==> src/rtl/core/msk_pkg.sv <==
// Shared types and constants for the Morse keyer: channel words, phase codes,
// character decode record and the fixed code table.
// No dependencies.
package msk_pkg;

   localparam int TC_W = 19;

   localparam logic [1:0] OP_TICK  = 2'd0;
   localparam logic [1:0] OP_START = 2'd1;
   localparam logic [1:0] OP_STOP  = 2'd2;
   localparam logic [1:0] OP_NOP   = 2'd3;

   localparam logic [7:0] CHAR_END   = 8'd0;
   localparam logic [7:0] CHAR_SPACE = 8'd32;
   localparam logic [7:0] CHAR_BANG  = 8'd33;
   localparam logic [7:0] CHAR_FIRST = 8'd44;
   localparam logic [7:0] CHAR_LAST  = 8'd90;
   localparam logic [7:0] BANG_CODE  = 8'hEB;

   localparam logic [15:0] DIT_RESET = 16'd100;

   // Top three bits: element count; below: dah(1)/dit(0) pattern, MSB first.
   // Top two bits 11 mark a six-element code with a six-bit pattern.
   localparam logic [7:0] CODE_TABLE [0:46] = '{
      8'hF3, 8'h00, 8'hD5, 8'hB2, 8'hBF, 8'hAF, 8'hA7, 8'hA3, 8'hA1, 8'hA0,
      8'hB0, 8'hB8, 8'hBC, 8'hBE, 8'h00, 8'h00, 8'h00, 8'hB1, 8'h00, 8'hCC,
      8'h00, 8'h48, 8'h90, 8'h94, 8'h70, 8'h20, 8'h84, 8'h78, 8'h80, 8'h40,
      8'h8E, 8'h74, 8'h88, 8'h58, 8'h50, 8'h7C, 8'h8C, 8'h9A, 8'h68, 8'h60,
      8'h30, 8'h64, 8'h82, 8'h6C, 8'h92, 8'h96, 8'h98
   };

   typedef struct packed {
      logic [1:0] operation;
      logic [7:0] next_char;
   } req_type;

   typedef struct packed {
      logic tone_on;
      logic char_taken;
      logic ready_res;
   } rsp_type;

   typedef enum logic [8:0] {
      PH_STOPPED   = 9'b000000001,
      PH_START     = 9'b000000010,
      PH_NEXTCHAR  = 9'b000000100,
      PH_NEXTBIT   = 9'b000001000,
      PH_DIT       = 9'b000010000,
      PH_DAH       = 9'b000100000,
      PH_BITGAP    = 9'b001000000,
      PH_LETTERGAP = 9'b010000000,
      PH_SPACE     = 9'b100000000
   } phase_type;

   typedef struct packed {
      logic       is_space;
      logic       is_end;
      logic [2:0] count;
      logic [7:0] pattern;
   } chr_type;

endpackage

==> src/rtl/core/msk_lookup.sv <==
// Character decoder: classifies one ASCII code and unpacks its Morse entry.
// Depends on msk_pkg (code table, chr_type).
module msk_lookup
   import msk_pkg::*;
(
   input  logic [7:0] chr,
   output chr_type    info
);

   logic [7:0] entry;
   logic [5:0] idx;

   always_comb begin
      idx   = 6'(chr - CHAR_FIRST);
      entry = BANG_CODE;
      info  = '0;
      if (chr == CHAR_SPACE) begin
         info.is_space = 1'b1;
      end else if (chr == CHAR_END || (chr < CHAR_FIRST && chr != CHAR_BANG) ||
                   chr > CHAR_LAST) begin
         info.is_end = 1'b1;
      end else begin
         if (chr != CHAR_BANG) begin
            entry = CODE_TABLE[idx];
         end
         if (entry[7:6] == 2'b11) begin
            info.count   = 3'd6;
            info.pattern = {entry[5:0], 2'b00};
         end else begin
            info.count   = entry[7:5];
            info.pattern = {entry[4:0], 3'b000};
         end
      end
   end

endmodule

==> src/rtl/core/morse_code_sender_unit.sv <==
// A word held in the input register is keyed into the result register when the result register moves on.
// Throughput: one word per cycle; the input register and the result register
// each take a new word whenever the stage after them moves on.
// Reset (synchronous): keyer idle, tone off, counters cleared, dit length 100.
// Top level of the tick-driven Morse keyer; depends on msk_pkg and msk_lookup.
module morse_code_sender_unit
   import msk_pkg::*;
(
   input  logic        clock,
   input  logic        reset,
   input  logic        req_valid,
   output logic        req_ready,
   input  req_type     req_data,
   output logic        rsp_valid,
   input  logic        rsp_ready,
   output rsp_type     rsp_data,
   input  logic        csr_valid,
   output logic        csr_ready,
   input  logic [15:0] csr_data
);

   logic [15:0]     dit_ff;
   req_type         req_ff;
   logic            req_valid_ff;
   rsp_type         rsp_ff, rsp_in;
   logic            rsp_valid_ff;
   phase_type       phase_ff, phase_in;
   logic [TC_W-1:0] tick_count_ff, tick_count_in;
   logic [2:0]      elements_ff, elements_in;
   logic [7:0]      pattern_ff, pattern_in;
   logic            tone_ff, tone_in;

   logic            advance;
   logic            fire;
   logic            taken;
   chr_type         info;
   logic [TC_W-1:0] d1, d2, d3, d6, limit, tc_inc;
   logic            over;

   assign advance   = !rsp_valid_ff || rsp_ready;
   assign fire      = req_valid_ff && advance;
   assign req_ready = !req_valid_ff || advance;
   assign rsp_valid = rsp_valid_ff;
   assign rsp_data  = rsp_ff;
   assign csr_ready = 1'b1;

   msk_lookup u_lookup (
      .chr  (req_ff.next_char),
      .info (info)
   );

   // Timed part limits: dit and bit gap d, letter gap 2d, dah 3d, word space 6d.
   assign d1     = TC_W'(dit_ff);
   assign d2     = d1 << 1;
   assign d3     = d1 + d2;
   assign d6     = d3 << 1;
   assign tc_inc = tick_count_ff + 1'b1;

   always_comb begin
      unique case (phase_ff)
         PH_DAH:       limit = d3;
         PH_LETTERGAP: limit = d2;
         PH_SPACE:     limit = d6;
         default:      limit = d1;
      endcase
   end

   assign over = tc_inc > limit;

   always_comb begin
      phase_in      = phase_ff;
      tick_count_in = tick_count_ff;
      elements_in   = elements_ff;
      pattern_in    = pattern_ff;
      tone_in       = tone_ff;
      taken         = 1'b0;
      unique case (req_ff.operation)
         OP_TICK: begin
            unique case (phase_ff)
               PH_DIT, PH_DAH: begin
                  if (tick_count_ff == '0) begin
                     tone_in = 1'b1;
                  end
                  if (over) begin
                     tick_count_in = '0;
                     phase_in      = PH_BITGAP;
                  end else begin
                     tick_count_in = tc_inc;
                  end
               end
               PH_BITGAP, PH_LETTERGAP, PH_SPACE: begin
                  if (tick_count_ff == '0) begin
                     tone_in = 1'b0;
                  end
                  tick_count_in = tc_inc;
                  if (over) begin
                     phase_in = (phase_ff == PH_BITGAP) ? PH_NEXTBIT : PH_NEXTCHAR;
                  end
               end
               PH_NEXTBIT: begin
                  tick_count_in = '0;
                  pattern_in    = {pattern_ff[6:0], 1'b0};
                  if (elements_ff == '0) begin
                     phase_in = PH_LETTERGAP;
                  end else begin
                     phase_in    = pattern_ff[7] ? PH_DAH : PH_DIT;
                     elements_in = elements_ff - 1'b1;
                  end
               end
               PH_NEXTCHAR: begin
                  taken = 1'b1;
                  if (info.is_space) begin
                     tick_count_in = '0;
                     phase_in      = PH_SPACE;
                  end else if (info.is_end) begin
                     phase_in = PH_STOPPED;
                  end else begin
                     pattern_in  = info.pattern;
                     elements_in = info.count;
                     phase_in    = PH_NEXTBIT;
                  end
               end
               PH_START: begin
                  tone_in       = 1'b0;
                  tick_count_in = '0;
                  phase_in      = PH_NEXTCHAR;
               end
               default: begin
                  phase_in = PH_STOPPED;
               end
            endcase
         end
         OP_START: begin
            if (phase_ff == PH_STOPPED) begin
               phase_in = PH_START;
            end
         end
         OP_STOP: begin
            tone_in  = 1'b0;
            phase_in = PH_STOPPED;
         end
         default: begin
         end
      endcase
      rsp_in.tone_on    = tone_in;
      rsp_in.char_taken = taken;
      rsp_in.ready_res  = (phase_in == PH_STOPPED);
   end

   always_ff @(posedge clock) begin
      if (reset) begin
         dit_ff        <= DIT_RESET;
         req_valid_ff  <= 1'b0;
         rsp_valid_ff  <= 1'b0;
         phase_ff      <= PH_STOPPED;
         tick_count_ff <= '0;
         elements_ff   <= '0;
         pattern_ff    <= '0;
         tone_ff       <= 1'b0;
      end else begin
         if (csr_valid && csr_ready) begin
            dit_ff <= csr_data;
         end
         if (req_ready) begin
            req_valid_ff <= req_valid;
         end
         if (advance) begin
            rsp_valid_ff <= req_valid_ff;
         end
         if (fire) begin
            phase_ff      <= phase_in;
            tick_count_ff <= tick_count_in;
            elements_ff   <= elements_in;
            pattern_ff    <= pattern_in;
            tone_ff       <= tone_in;
         end
      end
   end

   always_ff @(posedge clock) begin
      if (req_valid && req_ready) begin
         req_ff <= req_data;
      end
      if (fire) begin
         rsp_ff <= rsp_in;
      end
   end

   // Keyer state may only move when a word is processed.
   a_state_hold: assert property (@(posedge clock) disable iff (reset)
      !fire |=> $stable(phase_ff) && $stable(tick_count_ff) && $stable(tone_ff))
      else $error("keyer state changed without a processed word");

   // A fetch always happens after a silent gap or start.
   a_fetch_silent: assert property (@(posedge clock) disable iff (reset)
      rsp_valid && rsp_data.char_taken |-> !rsp_data.tone_on)
      else $error("character fetched while tone on");

   // Idle keyer never drives the beeper.
   a_idle_silent: assert property (@(posedge clock) disable iff (reset)
      rsp_valid && rsp_data.ready_res |-> !rsp_data.tone_on)
      else $error("tone on while idle");

endmodule

==> config.mk <==
export PLATFORM = sky130hd
export DESIGN_NAME = morse_code_sender_unit
export DESIGN_NICKNAME = d
export VERILOG_FILES = /design/src/rtl/core/msk_pkg.sv /design/src/rtl/core/msk_lookup.sv /design/src/rtl/core/morse_code_sender_unit.sv
export SDC_FILE = /design/constraint.sdc
export NUM_CORES = 1
export LEC_CHECK = 0
export ABC_AREA = 1
export BUFFER_PORTS_ARGS = -buffer_cell sky130_fd_sc_hd__buf_2
export CORE_MARGIN = 10
export CORE_UTILIZATION = 40
export DETAILED_ROUTE_END_ITERATION = 8
export PLACE_DENSITY = 0.59
export SLEW_MARGIN = 20
export SYNTH_ARGS = -nofsm -noshare
export SYNTH_HDL_FRONTEND = slang
export SYNTH_SLANG_ARGS = --single-unit
==> constraint.sdc <==
create_clock -name clock -period 4.3 [get_ports clock]
set_clock_uncertainty 0.05 [all_clocks]
set_input_delay 0.86 -clock clock [delete_from_list [all_inputs] [get_ports clock]]
set_output_delay 0.86 -clock clock [all_outputs]
set_load 0.005 [all_outputs]
==> qor.yml <==
h-tree-depth: 3
path_clk_slew_ns: 0.06
path_class: "reg -> reg"
grt_use_total_pct: 15.2
synthFlopType: "dfxtp_1"
fmax_mhz: 256
area_growth_pct: 11.1
antenna_found_initial: 0
clk_root_buffer_cell: "clkbuf_16"
critical_path_required_ns: 4.36
cp-start-kind: "flop"
cts_tree: "built"
synthCells: 913
synth_cell_type_count: 53
slew_violations: 0
ys_warn_count: 0
hold_buffers: 0
core-area_um2: 14600
die_y_um: 142
synthTopCellsByArea: "dfxtp_1 (19%), nand2_1 (14%), ha_1 (11%)"
grt_pass1_wl_um: 25700
setup.worst_path.end_class: "flop"
ys_seq_area_share_pct: 25.3
path_cells: "ha_1 > inv_1 > fa_1 > o21ai_2 > nand3_1 > nand3_1 > nand2_1 > nand2_1 > a21oi_1 > or2_2 > ha_1 > nand2_1 > nor2_1 > and2_1 > nand3_1 > nand3_1 > nand2_2 > o21ai_0 > nand2_1 > nand3_1 > nor2_1 > nand2_1 > nor2_1"
async_reset_ff_share_pct: 0
critPathBufInv: 1
p_leak_nw: 3.17
drc: 0
layout_commonest_cell: "nand2_1"
cts.sinks: 69
postRouteAntennaNets: 0
grt_pass1_vias: 5446
path_max_fanout: 9
timing.rr.start: "dit_ff[1]$_SDFFE_PP0P_"
port_buffers: 35
hold_violations: 0
avgSynthCellArea_um2: 6.53
cts_buffers: 9
dr.pass1.iters: 5
synth_area_um2: 5960
fp.dieW_um: 142
cts-resized-gates: 0
yosys.area.top_type: "dfxtp_1"
status: "completed"
overflow: 0
tightest_slew_ns: 0.754
routed_wirelength_um: 15000
place_congestion: 0.928
synth-edff-count: 13
via_per_inst: 5.13
peakVddDrop_v: 0.000185
min_period_ns: 3.90
synth.top_cell.area_share_pct: 18.8
wire_per_inst_um: 13.3
setup_viol: 0
slowest_stage: "fa_1"
num_rows: 44
drive_gt1_share_pct: 11.0
antenna_cells: 0
clockBufferDepth: 2
grt_max_degree: 30
dp_cells: 1117
syn_nets: 997
timing.max_cap.violations: 0
period_share_pct: 90.7
arrival_ns: 3.96
setup-tns-final_ns: 0
max_slew_margin_pct: 49.4
p_total_mw: 1.88
start_util_pct: 40.9
vias: 5815
hp-class: "reg -> reg"
hpwl_um: 11600
ios: 37
max_stage_delay_ns: 0.43
layout_common_cells: "nand2_1 (224), inv_1 (104), a21oi_1 (90), nor2_1 (80), nand3_1 (66)"
fin_cells: 1133
place_ws_ns: 0.172
post_cts_buffers: 0
critPathLaunch: "dit_ff[1]$_SDFFE_PP0P_"
cellPowerDensity_nw_per_um2: 285
drt-initial-drc-count: 548
crit_family: "simple AND/OR/NAND/NOR gates"
die_area_um2: 20200
final_nets: 1028
hold_start: "tick_count_ff[17]$_SDFFE_PP0P_"
synth_seq_cells: 69
rsz0062_at_grt: "false"
clk_latency_ns: 0.35
fin_ws_ns: 0.401
[power by group]
| group | internal [mW] | switching (mW) |
|---|---|---|
| clock | 0.456 | 0.315 |
| sequential | 0.686 | 0.0334 |
| combinational | 0.139 | 0.256 |
| total | 1.28 | 0.605 |
[sequential cells by signal, summed over array words and instances (netlist names)]
signal and count:
dit_ff 16, elements_ff 3, pattern_ff 6, phase_ff 9, req_ff 10, req_valid_ff 1, rsp_data 3, rsp_valid 1
tick_count_ff 19, tone_ff 1
[kinds of logic after synthesis]
family | count (synthesis) | synth area share, %
DFF | 69 | 25.3
buffers and inverters | 141 | 9.23
AOI/OAI and AO/OA | 192 | 17.6
adders and majority gates | 53 | 11.2
xor gates and xnor gates | 25 | 3.80
other | 1 | 0.0629
and+or+nand+nor | 432 | 32.7
[metrics by stage]
step	util [%]	area, µm²	hold WS, ns
2_1_floorplan	-	5960	0.407
3_3_place_gp	43.3	6310	0.426
3_5_place_dp	43.3	6310	0.429
4_1_cts	45.4	6620	0.437
5_1_grt	45.4	6620	0.479
6_report	45.4	6620	0.436
[path summary, 6_finish.rpt]
kind                               endpoint  slack, ns  cells after the start
max                   rsp_data[0]$_DFFE_PP_       0.40                     23
max reg2reg           rsp_data[0]$_DFFE_PP_       0.40                     23
min          tick_count_ff[17]$_SDFFE_PP0P_       0.44                      2
min reg2reg  tick_count_ff[17]$_SDFFE_PP0P_       0.44                      2
[synth_stat cells, types with 4 or more instances]
library cell / count
a21oi_1: 90
a31oi_1: 4
clkbuf_1: 14
clkinv_1: 5
dfxtp_1: 56
edfxtp_1: 13
ha_1: 52
inv_1: 104
inv_2: 11
nand2_1: 225
nand3_1: 66
nand4_1: 15
nor2_1: 80
nor2_2: 10
nor3_1: 7
o211ai_1: 8
o21ai_0: 67
o221ai_1: 4
o31ai_1: 4
or2_2: 5
xnor2_1: 10
xor2_1: 14
[worst reg2reg max path: stages (launching register included)]
cell	delay (ns)
dfxtp_1	0.40
ha_1	0.19
inv_1	0.05
fa_1	0.43
o21ai_2	0.21
nand3_1	0.12
nand3_1	0.13
nand2_1	0.09
nand2_1	0.08
a21oi_1	0.09
or2_2	0.28
ha_1	0.29
nand2_1	0.07
nor2_1	0.13
and2_1	0.21
nand3_1	0.09
nand3_1	0.10
nand2_2	0.14
o21ai_0	0.19
nand2_1	0.08
nand3_1	0.11
nor2_1	0.05
nand2_1	0.06
nor2_1	0.03
[per-layer routing]
| layer | up-vias | GRT usage (%) | part of all wire, % |
|---|---|---|---|
| li1 | 3107 | - | - |
| met1 | 2589 | 19.5 | 48 |
| met2 | 100 | 24.6 | 47 |
| met3 | 19 | 3.67 | 3.9 |
| met4 | 0 | 4.84 | 1.7 |
| met5 | - | 0 | 0 |
[cell type report]
type | instances | area, µm²
Fill cell | 1555 | 7970
Multi-Input combinational cell | 703 | 3910
Sequential cell | 69 | 1510
Inverter | 121 | 455
Tap cell | 184 | 230
Clock buffer | 9 | 225
Timing Repair Buffer | 40 | 213
Clock inverter | 7 | 80.1
Power figures use the tool's default switching activity.
